===== src/hw/rtl/vabe_pkg.sv =====
// Shared types and constants of the VM ALU/branch execute unit.
package vabe_pkg;

  localparam int unsigned DW     = 32;
  localparam int unsigned OPC_W  = 5;
  localparam int unsigned CNT_W  = $clog2(DW);
  localparam int unsigned SHAMT_W = $clog2(DW);

  localparam int unsigned FLAG_Z = 0;
  localparam int unsigned FLAG_N = 1;

  typedef enum logic [OPC_W-1:0] {
    OP_ADD  = 5'd0,
    OP_MOV  = 5'd1,
    OP_SUB  = 5'd2,
    OP_MUL  = 5'd3,
    OP_DIV  = 5'd4,
    OP_MOD  = 5'd5,
    OP_CMP  = 5'd6,
    OP_SWAP = 5'd7,
    OP_JMP  = 5'd8,
    OP_JE   = 5'd9,
    OP_JG   = 5'd10,
    OP_JL   = 5'd11,
    OP_JZ   = 5'd12,
    OP_JP   = 5'd13,
    OP_JN   = 5'd14,
    OP_JNZ  = 5'd15,
    OP_JNP  = 5'd16,
    OP_JNN  = 5'd17,
    OP_AND  = 5'd18,
    OP_OR   = 5'd19,
    OP_NOT  = 5'd20,
    OP_XOR  = 5'd21,
    OP_SHL  = 5'd22,
    OP_SHR  = 5'd23,
    OP_STOP = 5'd24
  } op_e;

  typedef enum logic [2:0] {
    ST_IDLE = 3'b001,
    ST_CALC = 3'b010,
    ST_FIN  = 3'b100
  } state_e;

  // request to the iterative multiply/divide unit
  typedef struct packed {
    logic start;
    logic is_div;
  } md_req_t;

  typedef struct packed {
    logic busy;
    logic done;
  } md_rsp_t;

endpackage


===== src/hw/rtl/vabe_in_if.sv =====
// Instruction input channel: valid/ready plus opcode and operand values.
interface vabe_in_if;
  logic                             valid;
  logic                             ready;
  logic [vabe_pkg::OPC_W-1:0]       opcode;
  logic signed [vabe_pkg::DW-1:0]   operand_a;
  logic signed [vabe_pkg::DW-1:0]   operand_b;
  logic signed [vabe_pkg::DW-1:0]   accumulator;

  modport source (output valid, opcode, operand_a, operand_b, accumulator, input ready);
  modport sink   (input valid, opcode, operand_a, operand_b, accumulator, output ready);
endinterface


===== src/hw/rtl/vabe_out_if.sv =====
// Result output channel: valid/ready plus write-back, branch, error and flag fields.
interface vabe_out_if;
  logic                             valid;
  logic                             ready;
  logic signed [vabe_pkg::DW-1:0]   result_a;
  logic                             write_a;
  logic signed [vabe_pkg::DW-1:0]   result_b;
  logic                             write_b;
  logic                             branch_taken;
  logic signed [vabe_pkg::DW-1:0]   branch_target;
  logic                             divide_by_zero;
  logic                             halt;
  logic                             zero_flag;
  logic                             negative_flag;

  modport source (output valid, result_a, write_a, result_b, write_b, branch_taken,
                  branch_target, divide_by_zero, halt, zero_flag, negative_flag,
                  input ready);
  modport sink   (input valid, result_a, write_a, result_b, write_b, branch_taken,
                  branch_target, divide_by_zero, halt, zero_flag, negative_flag,
                  output ready);
endinterface


===== src/hw/rtl/vm_alu_branch_execute_core.sv =====
// Execute unit of a small VM: ALU ops, flags, jumps, with an iterative mul/div unit.
//
//   channel  | dir | handshake        | payload
//   ---------+-----+------------------+-----------------------------------------------
//   in_i     | in  | valid / ready    | opcode, operand_a, operand_b, accumulator
//   out_o    | out | valid / ready    | result_a/b, write_a/b, branch_taken/target,
//            |     |                  | divide_by_zero, halt, zero_flag, negative_flag
//
// Logic, move, compare, shift, jump, ADD/SUB, STOP and DIV/MOD with a zero divisor: latch, then finish.
// MUL, and DIV/MOD with a nonzero divisor: latch, then the 32 steps of the shared add/subtract
//   in vabe_muldiv, then done and finish.
// in_i.ready is high only while idle; a result waiting in the output register does
//   not block the next input beat, only the finish of that beat.
// Reset clears the flags, the sequencer and the output valid.
module vm_alu_branch_execute_core (
  input  logic       clk_i,
  input  logic       rst_ni,
  vabe_in_if.sink    in_i,
  vabe_out_if.source out_o
);

  localparam int unsigned DW = vabe_pkg::DW;

  function automatic logic [1:0] flags_of(input logic [DW-1:0] v);
    logic [1:0] f;
    f = '0;
    f[vabe_pkg::FLAG_Z] = (v == '0);
    f[vabe_pkg::FLAG_N] = v[DW-1];
    return f;
  endfunction

  vabe_pkg::state_e   state_q, state_d;
  vabe_pkg::op_e      op_q;
  logic [DW-1:0]      a_q, b_q, cmp_q;
  logic [1:0]         flags_q;

  logic               accept, load, in_md, in_div;
  vabe_pkg::md_req_t  md_req;
  vabe_pkg::md_rsp_t  md_rsp;
  logic [DW-1:0]      md_pr, md_qt;

  // finish-stage results
  logic [DW-1:0]      ra, rb, fval, line, tline, tgt, addsub, q_s, r_s, shl, shr;
  logic               wa, wb, taken, dbz, hlt, setf, sub, big, use_b_line;
  logic [1:0]         flags_d;

  // output register
  logic               out_valid_q;
  logic [DW-1:0]      res_a_q, res_b_q, tgt_q;
  logic               wa_q, wb_q, taken_q, dbz_q, hlt_q;

  assign accept     = in_i.valid && in_i.ready;
  assign in_i.ready = (state_q == vabe_pkg::ST_IDLE);
  assign in_div     = (in_i.opcode == vabe_pkg::OP_DIV) || (in_i.opcode == vabe_pkg::OP_MOD);
  assign in_md      = (in_i.opcode == vabe_pkg::OP_MUL) || (in_div && (in_i.operand_b != '0));

  assign md_req.start  = accept && in_md;
  assign md_req.is_div = in_div;

  vabe_muldiv u_muldiv (
    .clk_i  (clk_i),
    .rst_ni (rst_ni),
    .req_i  (md_req),
    .a_i    (in_i.operand_a),
    .b_i    (in_i.operand_b),
    .rsp_o  (md_rsp),
    .pr_o   (md_pr),
    .qt_o   (md_qt)
  );

  assign load = (state_q == vabe_pkg::ST_FIN) && (!out_valid_q || out_o.ready);

  always_comb begin
    state_d = state_q;
    case (state_q)
      vabe_pkg::ST_IDLE: if (accept) begin
        state_d = in_md ? vabe_pkg::ST_CALC : vabe_pkg::ST_FIN;
      end
      vabe_pkg::ST_CALC: if (md_rsp.done && !md_rsp.busy) begin
        state_d = vabe_pkg::ST_FIN;
      end
      vabe_pkg::ST_FIN: if (load) begin
        state_d = vabe_pkg::ST_IDLE;
      end
      default: state_d = vabe_pkg::ST_IDLE;
    endcase
  end

  always_ff @(posedge clk_i or negedge rst_ni) begin
    if (!rst_ni) begin
      state_q     <= vabe_pkg::ST_IDLE;
      flags_q     <= '0;
      out_valid_q <= 1'b0;
    end else begin
      state_q <= state_d;
      if (load) begin
        flags_q     <= flags_d;
        out_valid_q <= 1'b1;
      end else if (out_o.ready) begin
        out_valid_q <= 1'b0;
      end
    end
  end

  always_ff @(posedge clk_i) begin
    if (accept) begin
      op_q  <= vabe_pkg::op_e'(in_i.opcode);
      a_q   <= in_i.operand_a;
      b_q   <= in_i.operand_b;
      cmp_q <= in_i.accumulator;
    end
  end

  // shared add/sub for ADD, SUB and CMP
  assign sub    = (op_q != vabe_pkg::OP_ADD);
  assign addsub = a_q + (sub ? ~b_q : b_q) + {{(DW-1){1'b0}}, sub};

  // sign fix of the magnitude divide: quotient toward zero, remainder follows dividend
  assign q_s = (a_q[DW-1] ^ b_q[DW-1]) ? (~md_qt + 1'b1) : md_qt;
  assign r_s = a_q[DW-1] ? (~md_pr + 1'b1) : md_pr;

  // negative or out-of-range shift amounts
  assign big = (b_q[DW-1:vabe_pkg::SHAMT_W] != '0);
  assign shl = big ? '0 : (a_q << b_q[vabe_pkg::SHAMT_W-1:0]);
  assign shr = big ? {DW{a_q[DW-1]}}
                   : DW'($signed(a_q) >>> b_q[vabe_pkg::SHAMT_W-1:0]);

  // target = (line - 1) * 3
  assign use_b_line = (op_q == vabe_pkg::OP_JE) || (op_q == vabe_pkg::OP_JG) ||
                      (op_q == vabe_pkg::OP_JL);
  assign line  = use_b_line ? b_q : a_q;
  assign tline = line - 1'b1;
  assign tgt   = tline + {tline[DW-2:0], 1'b0};

  always_comb begin
    ra    = '0;
    rb    = '0;
    wa    = 1'b0;
    wb    = 1'b0;
    taken = 1'b0;
    dbz   = 1'b0;
    hlt   = 1'b0;
    setf  = 1'b0;
    fval  = '0;
    case (op_q)
      vabe_pkg::OP_ADD,
      vabe_pkg::OP_SUB: begin
        ra = addsub; wa = 1'b1; setf = 1'b1; fval = addsub;
      end
      vabe_pkg::OP_MOV: begin
        ra = b_q; wa = 1'b1;
      end
      vabe_pkg::OP_MUL: begin
        ra = md_pr; wa = 1'b1; setf = 1'b1; fval = md_pr;
      end
      vabe_pkg::OP_DIV: begin
        if (b_q == '0) begin
          dbz = 1'b1;
        end else begin
          ra = q_s; wa = 1'b1; setf = 1'b1; fval = q_s;
        end
      end
      vabe_pkg::OP_MOD: begin
        if (b_q == '0) begin
          dbz = 1'b1;
        end else begin
          ra = r_s; wa = 1'b1; setf = 1'b1; fval = q_s;
        end
      end
      vabe_pkg::OP_CMP: begin
        setf = 1'b1; fval = addsub;
      end
      vabe_pkg::OP_SWAP: begin
        ra = b_q; rb = a_q; wa = 1'b1; wb = 1'b1;
      end
      vabe_pkg::OP_JMP: taken = 1'b1;
      vabe_pkg::OP_JE:  taken = (a_q == cmp_q);
      vabe_pkg::OP_JG:  taken = ($signed(cmp_q) < $signed(a_q));
      vabe_pkg::OP_JL:  taken = ($signed(a_q) < $signed(cmp_q));
      vabe_pkg::OP_JZ:  taken = flags_q[vabe_pkg::FLAG_Z];
      vabe_pkg::OP_JP:  taken = (flags_q == '0);
      vabe_pkg::OP_JN:  taken = flags_q[vabe_pkg::FLAG_N];
      vabe_pkg::OP_JNZ: taken = !flags_q[vabe_pkg::FLAG_Z];
      vabe_pkg::OP_JNP: taken = (flags_q != '0);
      vabe_pkg::OP_JNN: taken = !flags_q[vabe_pkg::FLAG_N];
      vabe_pkg::OP_AND: begin
        ra = a_q & b_q; wa = 1'b1; setf = 1'b1; fval = a_q & b_q;
      end
      vabe_pkg::OP_OR: begin
        ra = a_q | b_q; wa = 1'b1; setf = 1'b1; fval = a_q | b_q;
      end
      vabe_pkg::OP_NOT: begin
        ra = ~a_q; wa = 1'b1; setf = 1'b1; fval = ~a_q;
      end
      vabe_pkg::OP_XOR: begin
        ra = a_q ^ b_q; wa = 1'b1; setf = 1'b1; fval = a_q ^ b_q;
      end
      vabe_pkg::OP_SHL: begin
        ra = shl; wa = 1'b1; setf = 1'b1; fval = shl;
      end
      vabe_pkg::OP_SHR: begin
        ra = shr; wa = 1'b1; setf = 1'b1; fval = shr;
      end
      vabe_pkg::OP_STOP: hlt = 1'b1;
      default: ;
    endcase
    flags_d = setf ? flags_of(fval) : flags_q;
  end

  always_ff @(posedge clk_i) begin
    if (load) begin
      res_a_q <= ra;
      res_b_q <= rb;
      wa_q    <= wa;
      wb_q    <= wb;
      taken_q <= taken;
      tgt_q   <= taken ? tgt : '0;
      dbz_q   <= dbz;
      hlt_q   <= hlt;
    end
  end

  assign out_o.valid          = out_valid_q;
  assign out_o.result_a       = res_a_q;
  assign out_o.write_a        = wa_q;
  assign out_o.result_b       = res_b_q;
  assign out_o.write_b        = wb_q;
  assign out_o.branch_taken   = taken_q;
  assign out_o.branch_target  = tgt_q;
  assign out_o.divide_by_zero = dbz_q;
  assign out_o.halt           = hlt_q;
  assign out_o.zero_flag      = flags_q[vabe_pkg::FLAG_Z];
  assign out_o.negative_flag  = flags_q[vabe_pkg::FLAG_N];

endmodule


===== src/hw/rtl/vabe_muldiv.sv =====
// Iterative multiply / unsigned divide unit built around one shared add/subtract.
module vabe_muldiv (
  input  logic                     clk_i,
  input  logic                     rst_ni,
  input  vabe_pkg::md_req_t        req_i,
  input  logic [vabe_pkg::DW-1:0]  a_i,
  input  logic [vabe_pkg::DW-1:0]  b_i,
  output vabe_pkg::md_rsp_t        rsp_o,
  output logic [vabe_pkg::DW-1:0]  pr_o,   // product, or remainder magnitude
  output logic [vabe_pkg::DW-1:0]  qt_o    // quotient magnitude
);

  logic                          run_q, div_q, done_q;
  logic [vabe_pkg::CNT_W-1:0]    cnt_q;
  logic [vabe_pkg::DW-1:0]       acc_q, sh_q, dv_q;
  logic [vabe_pkg::DW:0]         add_x, add_y, add_s;
  logic [vabe_pkg::DW-1:0]       mag_a, mag_b;

  assign mag_a = a_i[vabe_pkg::DW-1] ? (~a_i + 1'b1) : a_i;
  assign mag_b = b_i[vabe_pkg::DW-1] ? (~b_i + 1'b1) : b_i;

  // divide: trial subtract of the shifted partial remainder
  // multiply: add the multiplicand when the current multiplier bit is set
  always_comb begin
    if (div_q) begin
      add_x = {acc_q, sh_q[vabe_pkg::DW-1]};
      add_y = {1'b0, dv_q};
      add_s = add_x - add_y;
    end else begin
      add_x = {1'b0, acc_q};
      add_y = {1'b0, (sh_q[0] ? dv_q : '0)};
      add_s = add_x + add_y;
    end
  end

  always_ff @(posedge clk_i or negedge rst_ni) begin
    if (!rst_ni) begin
      run_q  <= 1'b0;
      div_q  <= 1'b0;
      done_q <= 1'b0;
      cnt_q  <= '0;
    end else begin
      done_q <= run_q && (cnt_q == '0);
      if (req_i.start) begin
        run_q <= 1'b1;
        div_q <= req_i.is_div;
        cnt_q <= vabe_pkg::CNT_W'(vabe_pkg::DW - 1);
      end else if (run_q) begin
        cnt_q <= cnt_q - 1'b1;
        if (cnt_q == '0) begin
          run_q <= 1'b0;
        end
      end
    end
  end

  always_ff @(posedge clk_i) begin
    if (req_i.start) begin
      acc_q <= '0;
      sh_q  <= req_i.is_div ? mag_a : a_i;
      dv_q  <= req_i.is_div ? mag_b : b_i;
    end else if (run_q) begin
      if (div_q) begin
        if (!add_s[vabe_pkg::DW]) begin
          acc_q <= add_s[vabe_pkg::DW-1:0];
          sh_q  <= {sh_q[vabe_pkg::DW-2:0], 1'b1};
        end else begin
          acc_q <= add_x[vabe_pkg::DW-1:0];
          sh_q  <= {sh_q[vabe_pkg::DW-2:0], 1'b0};
        end
      end else begin
        acc_q <= add_s[vabe_pkg::DW-1:0];
        sh_q  <= {1'b0, sh_q[vabe_pkg::DW-1:1]};
        dv_q  <= {dv_q[vabe_pkg::DW-2:0], 1'b0};
      end
    end
  end

  assign rsp_o.busy = run_q;
  assign rsp_o.done = done_q;
  assign pr_o       = acc_q;
  assign qt_o       = sh_q;

endmodule


===== src/flat_wrapper.sv =====
// flat-port wrapper written by rule: the top's interface ports become plain ports
module vm_alu_branch_execute_core_flat 
  (clk_i, rst_ni, in_i_valid, in_i_opcode, in_i_operand_a, in_i_operand_b, in_i_accumulator, in_i_ready, out_o_valid, out_o_result_a, out_o_write_a, out_o_result_b, out_o_write_b, out_o_branch_taken, out_o_branch_target, out_o_divide_by_zero, out_o_halt, out_o_zero_flag, out_o_negative_flag, out_o_ready);
  vabe_in_if in_i_i ();
  vabe_out_if out_o_i ();
  input  logic clk_i;
  input  logic rst_ni;
  input wire logic [$bits(in_i_i.valid)-1:0] in_i_valid;
  input wire logic [$bits(in_i_i.opcode)-1:0] in_i_opcode;
  input wire logic [$bits(in_i_i.operand_a)-1:0] in_i_operand_a;
  input wire logic [$bits(in_i_i.operand_b)-1:0] in_i_operand_b;
  input wire logic [$bits(in_i_i.accumulator)-1:0] in_i_accumulator;
  output wire logic [$bits(in_i_i.ready)-1:0] in_i_ready;
  output wire logic [$bits(out_o_i.valid)-1:0] out_o_valid;
  output wire logic [$bits(out_o_i.result_a)-1:0] out_o_result_a;
  output wire logic [$bits(out_o_i.write_a)-1:0] out_o_write_a;
  output wire logic [$bits(out_o_i.result_b)-1:0] out_o_result_b;
  output wire logic [$bits(out_o_i.write_b)-1:0] out_o_write_b;
  output wire logic [$bits(out_o_i.branch_taken)-1:0] out_o_branch_taken;
  output wire logic [$bits(out_o_i.branch_target)-1:0] out_o_branch_target;
  output wire logic [$bits(out_o_i.divide_by_zero)-1:0] out_o_divide_by_zero;
  output wire logic [$bits(out_o_i.halt)-1:0] out_o_halt;
  output wire logic [$bits(out_o_i.zero_flag)-1:0] out_o_zero_flag;
  output wire logic [$bits(out_o_i.negative_flag)-1:0] out_o_negative_flag;
  input wire logic [$bits(out_o_i.ready)-1:0] out_o_ready;
  assign in_i_i.valid = in_i_valid;
  assign in_i_i.opcode = in_i_opcode;
  assign in_i_i.operand_a = in_i_operand_a;
  assign in_i_i.operand_b = in_i_operand_b;
  assign in_i_i.accumulator = in_i_accumulator;
  assign in_i_ready = in_i_i.ready;
  assign out_o_valid = out_o_i.valid;
  assign out_o_result_a = out_o_i.result_a;
  assign out_o_write_a = out_o_i.write_a;
  assign out_o_result_b = out_o_i.result_b;
  assign out_o_write_b = out_o_i.write_b;
  assign out_o_branch_taken = out_o_i.branch_taken;
  assign out_o_branch_target = out_o_i.branch_target;
  assign out_o_divide_by_zero = out_o_i.divide_by_zero;
  assign out_o_halt = out_o_i.halt;
  assign out_o_zero_flag = out_o_i.zero_flag;
  assign out_o_negative_flag = out_o_i.negative_flag;
  assign out_o_i.ready = out_o_ready;
  vm_alu_branch_execute_core u_core (.clk_i(clk_i), .rst_ni(rst_ni), .in_i(in_i_i), .out_o(out_o_i));
endmodule

===== config.mk =====
export PLATFORM = sky130hd
export DESIGN_NAME = vm_alu_branch_execute_core_flat
export DESIGN_NICKNAME = d
export VERILOG_FILES = /design/src/hw/rtl/vabe_pkg.sv /design/src/hw/rtl/vabe_in_if.sv /design/src/hw/rtl/vabe_out_if.sv /design/src/hw/rtl/vm_alu_branch_execute_core.sv /design/src/hw/rtl/vabe_muldiv.sv /design/src/flat_wrapper.sv
export SDC_FILE = /design/constraint.sdc
export NUM_CORES = 1
export LEC_CHECK = 0
export ABC_AREA = 1
export BUFFER_PORTS_ARGS = -buffer_cell sky130_fd_sc_hd__clkbuf_2
export CAP_MARGIN = 40
export CORE_MARGIN = 2
export CORE_UTILIZATION = 35
export DETAILED_ROUTE_END_ITERATION = 6
export GPL_TIMING_DRIVEN = 1
export PLACE_DENSITY = 0.54
export SKIP_LAST_GASP = 1
export SYNTH_ARGS = -nofsm -noshare
export SYNTH_HDL_FRONTEND = slang
export SYNTH_SLANG_ARGS = --single-unit

===== constraint.sdc =====
create_clock -name clk_i -period 19.9 [get_ports clk_i]
set_clock_uncertainty 0.1 [all_clocks]
set_input_delay 3.98 -clock clk_i [delete_from_list [all_inputs] [get_ports clk_i]]
set_output_delay 3.98 -clock clk_i [all_outputs]
set_load 0.02 [all_outputs]

==> out/summary.txt <==
Outcome - completed
Post-Syn Area - 0.0315 mm²
Clock Tree Root - clkbuf_16
WP data arrival - 7.52 ns
Number of global-route vias before repair - 32000
Most common cell after layout, fill and taps aside - nand2_1
Drt wl/cell - 24.7 µm
DR iter-0 viols - 3771
Seq cells post-synth - 312
TritonCTS buffer count - 40
Placement Rows - 109
Async S/R FF share, synth - 4.49%
Final setup vio count - 0
Stages on worst setup path - 16
Unique masters post-synth - 67
Pre-CTS setup slack - 11.95 ns
Leading cell types in the layout, fill and taps excluded - nand2_1 (1279), inv_1 (515), nor2_1 (467)
Synth Flop Type - edfxtp_1
Largest cells by area after synthesis - edfxtp_1 (25%), nand2_1 (15%), ha_1 (9.1%)
Critical path type - input pin to register
Reg2reg setup slack - 14.01 ns
GRT met2 Usage - 48.6%
Vias per cell - 5.68
Clock insertion delay at the later pin of the skew report - 0.60 ns
Final wirelength - 150000 µm
CP max-delay cell - nor2_1
Drt first pass iters - 6
Cts hold-fix bufs - 0
Detail Placement HPWL - 118000 µm
R2R Path End - u_core.out_o.branch_target[29]
Syn avg cell area - 6.67 µm²
Hold endpoint - u_core.u_muldiv.cnt_q[4]
Clk buf depth - 3
RSZ-0062 raised after global routing - no
Sequential area share after synthesis - 28.5%
Die area - 0.0923 mm²
Synth area leader - edfxtp_1
Critical Path Source Type - input pin
Gr ovfl total - 0
Vias - 34500
Max-slew violation count - 0
Htree depth - 2
Die Height - 304 µm
Pleak - 16.6 nW
Resized cells post-CTS - 0
Die Wd - 304 µm
Pin count of the biggest net entering global routing - 69
Max-Cap Viols - 0
Hold wc startpoint - u_core.u_muldiv.cnt_q[4]
Synth top area share - 25.4%
Hold crit path type - register to register
GRT met3 Usage - 6.39%
Clock sink total - 312
Clock-pin slew on the worst setup and hold paths - 0.06 ns
P per Cell Area - 193 mW/mm²
Share of cells above drive strength 1 - 8.52%
Post-Syn Nets - 5059
WP buf/inv - 8
Worst path most repeated cell - buf_4
# IOs - 210
First-pass GRT wire length - 217000 µm
FMAX - 0.136 GHz
R2R cell count - 28
CP startpoint - in_i_operand_b[0]
Sum Neg Setup Slack - 0 ns
Measured slew at the worst slew-check pin - 0.963 ns
Nets@finish - 5223
Data required, critical path - 20.08 ns
CTS tree - yes
Post-Synthesis Cells - 4720
R2r startpoint - u_core.op_q[4]
Delay-heaviest family, CP - buffers and inverters
Post-synth EDFFs - 266
Postcts setup bufs - 0
Busiest layer in global routing - met2
Antenna violations before repair - 10
Initial Utilization - 35.4%
Gr usage total - 31.5%
Fin crit share - 36.9%
# port buffers - 209
Rel. slew slack - 35.3%
DR DRC count - 0
Final critical-path required period - 7.34 ns
Met1 Resource Use GR - 41.3%
Worst path max stage delay - 0.66 ns
Final RePlAce weighted congestion - 1.05
Setup ws final - 12.56 ns
Post-DRT Antenna Nets - 0
Peak VDD IR - 0.0746 mV
Core box area - 0.0888 mm²
Hold depth - 2
Cell Chain, Critical Path - clkbuf_2 -> inv_1 -> ha_1 -> nand2_1 -> nor3_1 -> nand4_1 -> o21ai_0 -> o41ai_2 -> buf_4 -> nand2_2 -> buf_4 -> inv_2 -> buf_4 -> nor2_1 -> inv_1 -> buf_4
Filler cell count - 9671
Area Growth Syn to Fin - 12.2%
Crit path max fanout - 65
Setup crit end kind - register
Ys Warns - 0
Final Hold Fails - 0
## routing by layer
metal | vias to the layer above | wire [µm]
li1 | 16200 | -
met1 | 16200 | 62200
met2 | 1786 | 65200
met3 | 392 | 13600
met4 | 12 | 9070
met5 | - | 77
## power breakdown
part	leakage [nW]	switching, mW	internal (mW)
Sequential	3.00	0.353	1.05
Combinational	13.0	3.29	1.40
Clock	0.610	0.317	0.410
## logic make-up (layout without fill, tap and decap cells)
group	count (synthesis)	after routing	synth area share (%)
flip-flops	312	312	28.5
adder cells (fa/ha/maj)	234	234	9.40
XOR/XNOR	189	189	5.26
AO/OA/AOI/OAI	876	876	15.9
buffers and inverters	693	888	8.53
other	0	3	0
AND/OR/NAND/NOR	2416	2416	32.4
## flip-flops by register name, summed over array words and instances, names as in the netlist, 2 cells and up
| signal | cells |
|---|---|
| u_core.a_q | 32 |
| u_core.b_q | 32 |
| u_core.cmp_q | 32 |
| u_core.out_o.branch_target | 32 |
| u_core.out_o.result_a | 32 |
| u_core.out_o.result_b | 32 |
| u_core.u_muldiv.dv_q | 32 |
| u_core.u_muldiv.pr_o | 32 |
| u_core.u_muldiv.qt_o | 32 |
| u_core.op_q | 5 |
| u_core.u_muldiv.cnt_q | 5 |
| u_core.state_q | 3 |
| u_core.flags_q | 2 |
## worst min-delay path: stages (launching register included)
cell	delay (ns)
dfrtp_1	0.37
xnor2_1	0.08
nand2_1	0.06
## final cells by class
| type | instances | area (µm²) | area share [%] |
|---|---|---|---|
| sequential | 312 | 8980 | 25.4 |
| clock buffer | 52 | 1070 | 3.02 |
| clock inverter | 21 | 214 | 0.606 |
| tap | 1165 | 1460 | 4.13 |
| timing repair buffer | 284 | 1730 | 4.91 |
| antenna | 3 | 7.51 | 0.0213 |
| inverter | 531 | 1990 | 5.65 |
| multi-input combinational | 3715 | 19800 | 56.2 |
## metrics by stage
step / util [%] / std cells / area [µm²] / power (mW) / hold slack, ns
after global placement: 38.1 / 5998 / 33800 / 5.94 / 0.414
after global routing: 39.7 / 6080 / 35300 / 7.30 / 0.461
after CTS: 39.7 / 6079 / 35300 / 6.70 / 0.447
final: 39.8 / 6083 / 35300 / 6.82 / 0.443
after floorplan: - / 4720 / 31500 / 4.32 / 0.389
after detailed placement: 38.3 / 6006 / 34000 / 5.95 / 0.433
## cell usage after synthesis (4+ instances only)
library cell,instances
o21bai_1,12
a21oi_1,286
ha_1,230
dfrtp_1,13
a21boi_0,8
nand3_1,451
edfxtp_1,266
o31ai_1,6
a211oi_1,5
o211ai_1,33
nand2_1,1280
dfxtp_1,32
a31oi_1,23
fa_1,4
o21ai_2,16
o22ai_1,20
nor2_2,7
nand4_1,66
or2_2,8
nor3_1,64
xnor2_1,62
inv_2,10
clkinv_1,4
inv_1,516
nand2_4,5
clkbuf_1,104
nand3b_1,20
o2111ai_1,17
o21ai_0,355
nor4_1,21
xor2_1,127
buf_2,24
and2_1,4
o221ai_1,8
a21o_1,20
nor2_4,7
o21a_1,11
buf_1,28
nor2_1,471
a221oi_1,12
buf_6,4
o21ai_1,19
## how the worst max path moves through the flow
stage	endpoint	slack [ns]
after floorplan	u_core.u_muldiv.dv_q[0]	8.96
after global placement	u_core.u_muldiv.qt_o[30]	11.67
after detailed placement	u_core.u_muldiv.qt_o[1]	11.95
after CTS	u_core.u_muldiv.qt_o[4]	12.55
after global routing	u_core.u_muldiv.qt_o[4]	12.27
final	u_core.u_muldiv.qt_o[4]	12.56
Note: power is estimated with default switching activity, not from simulation.
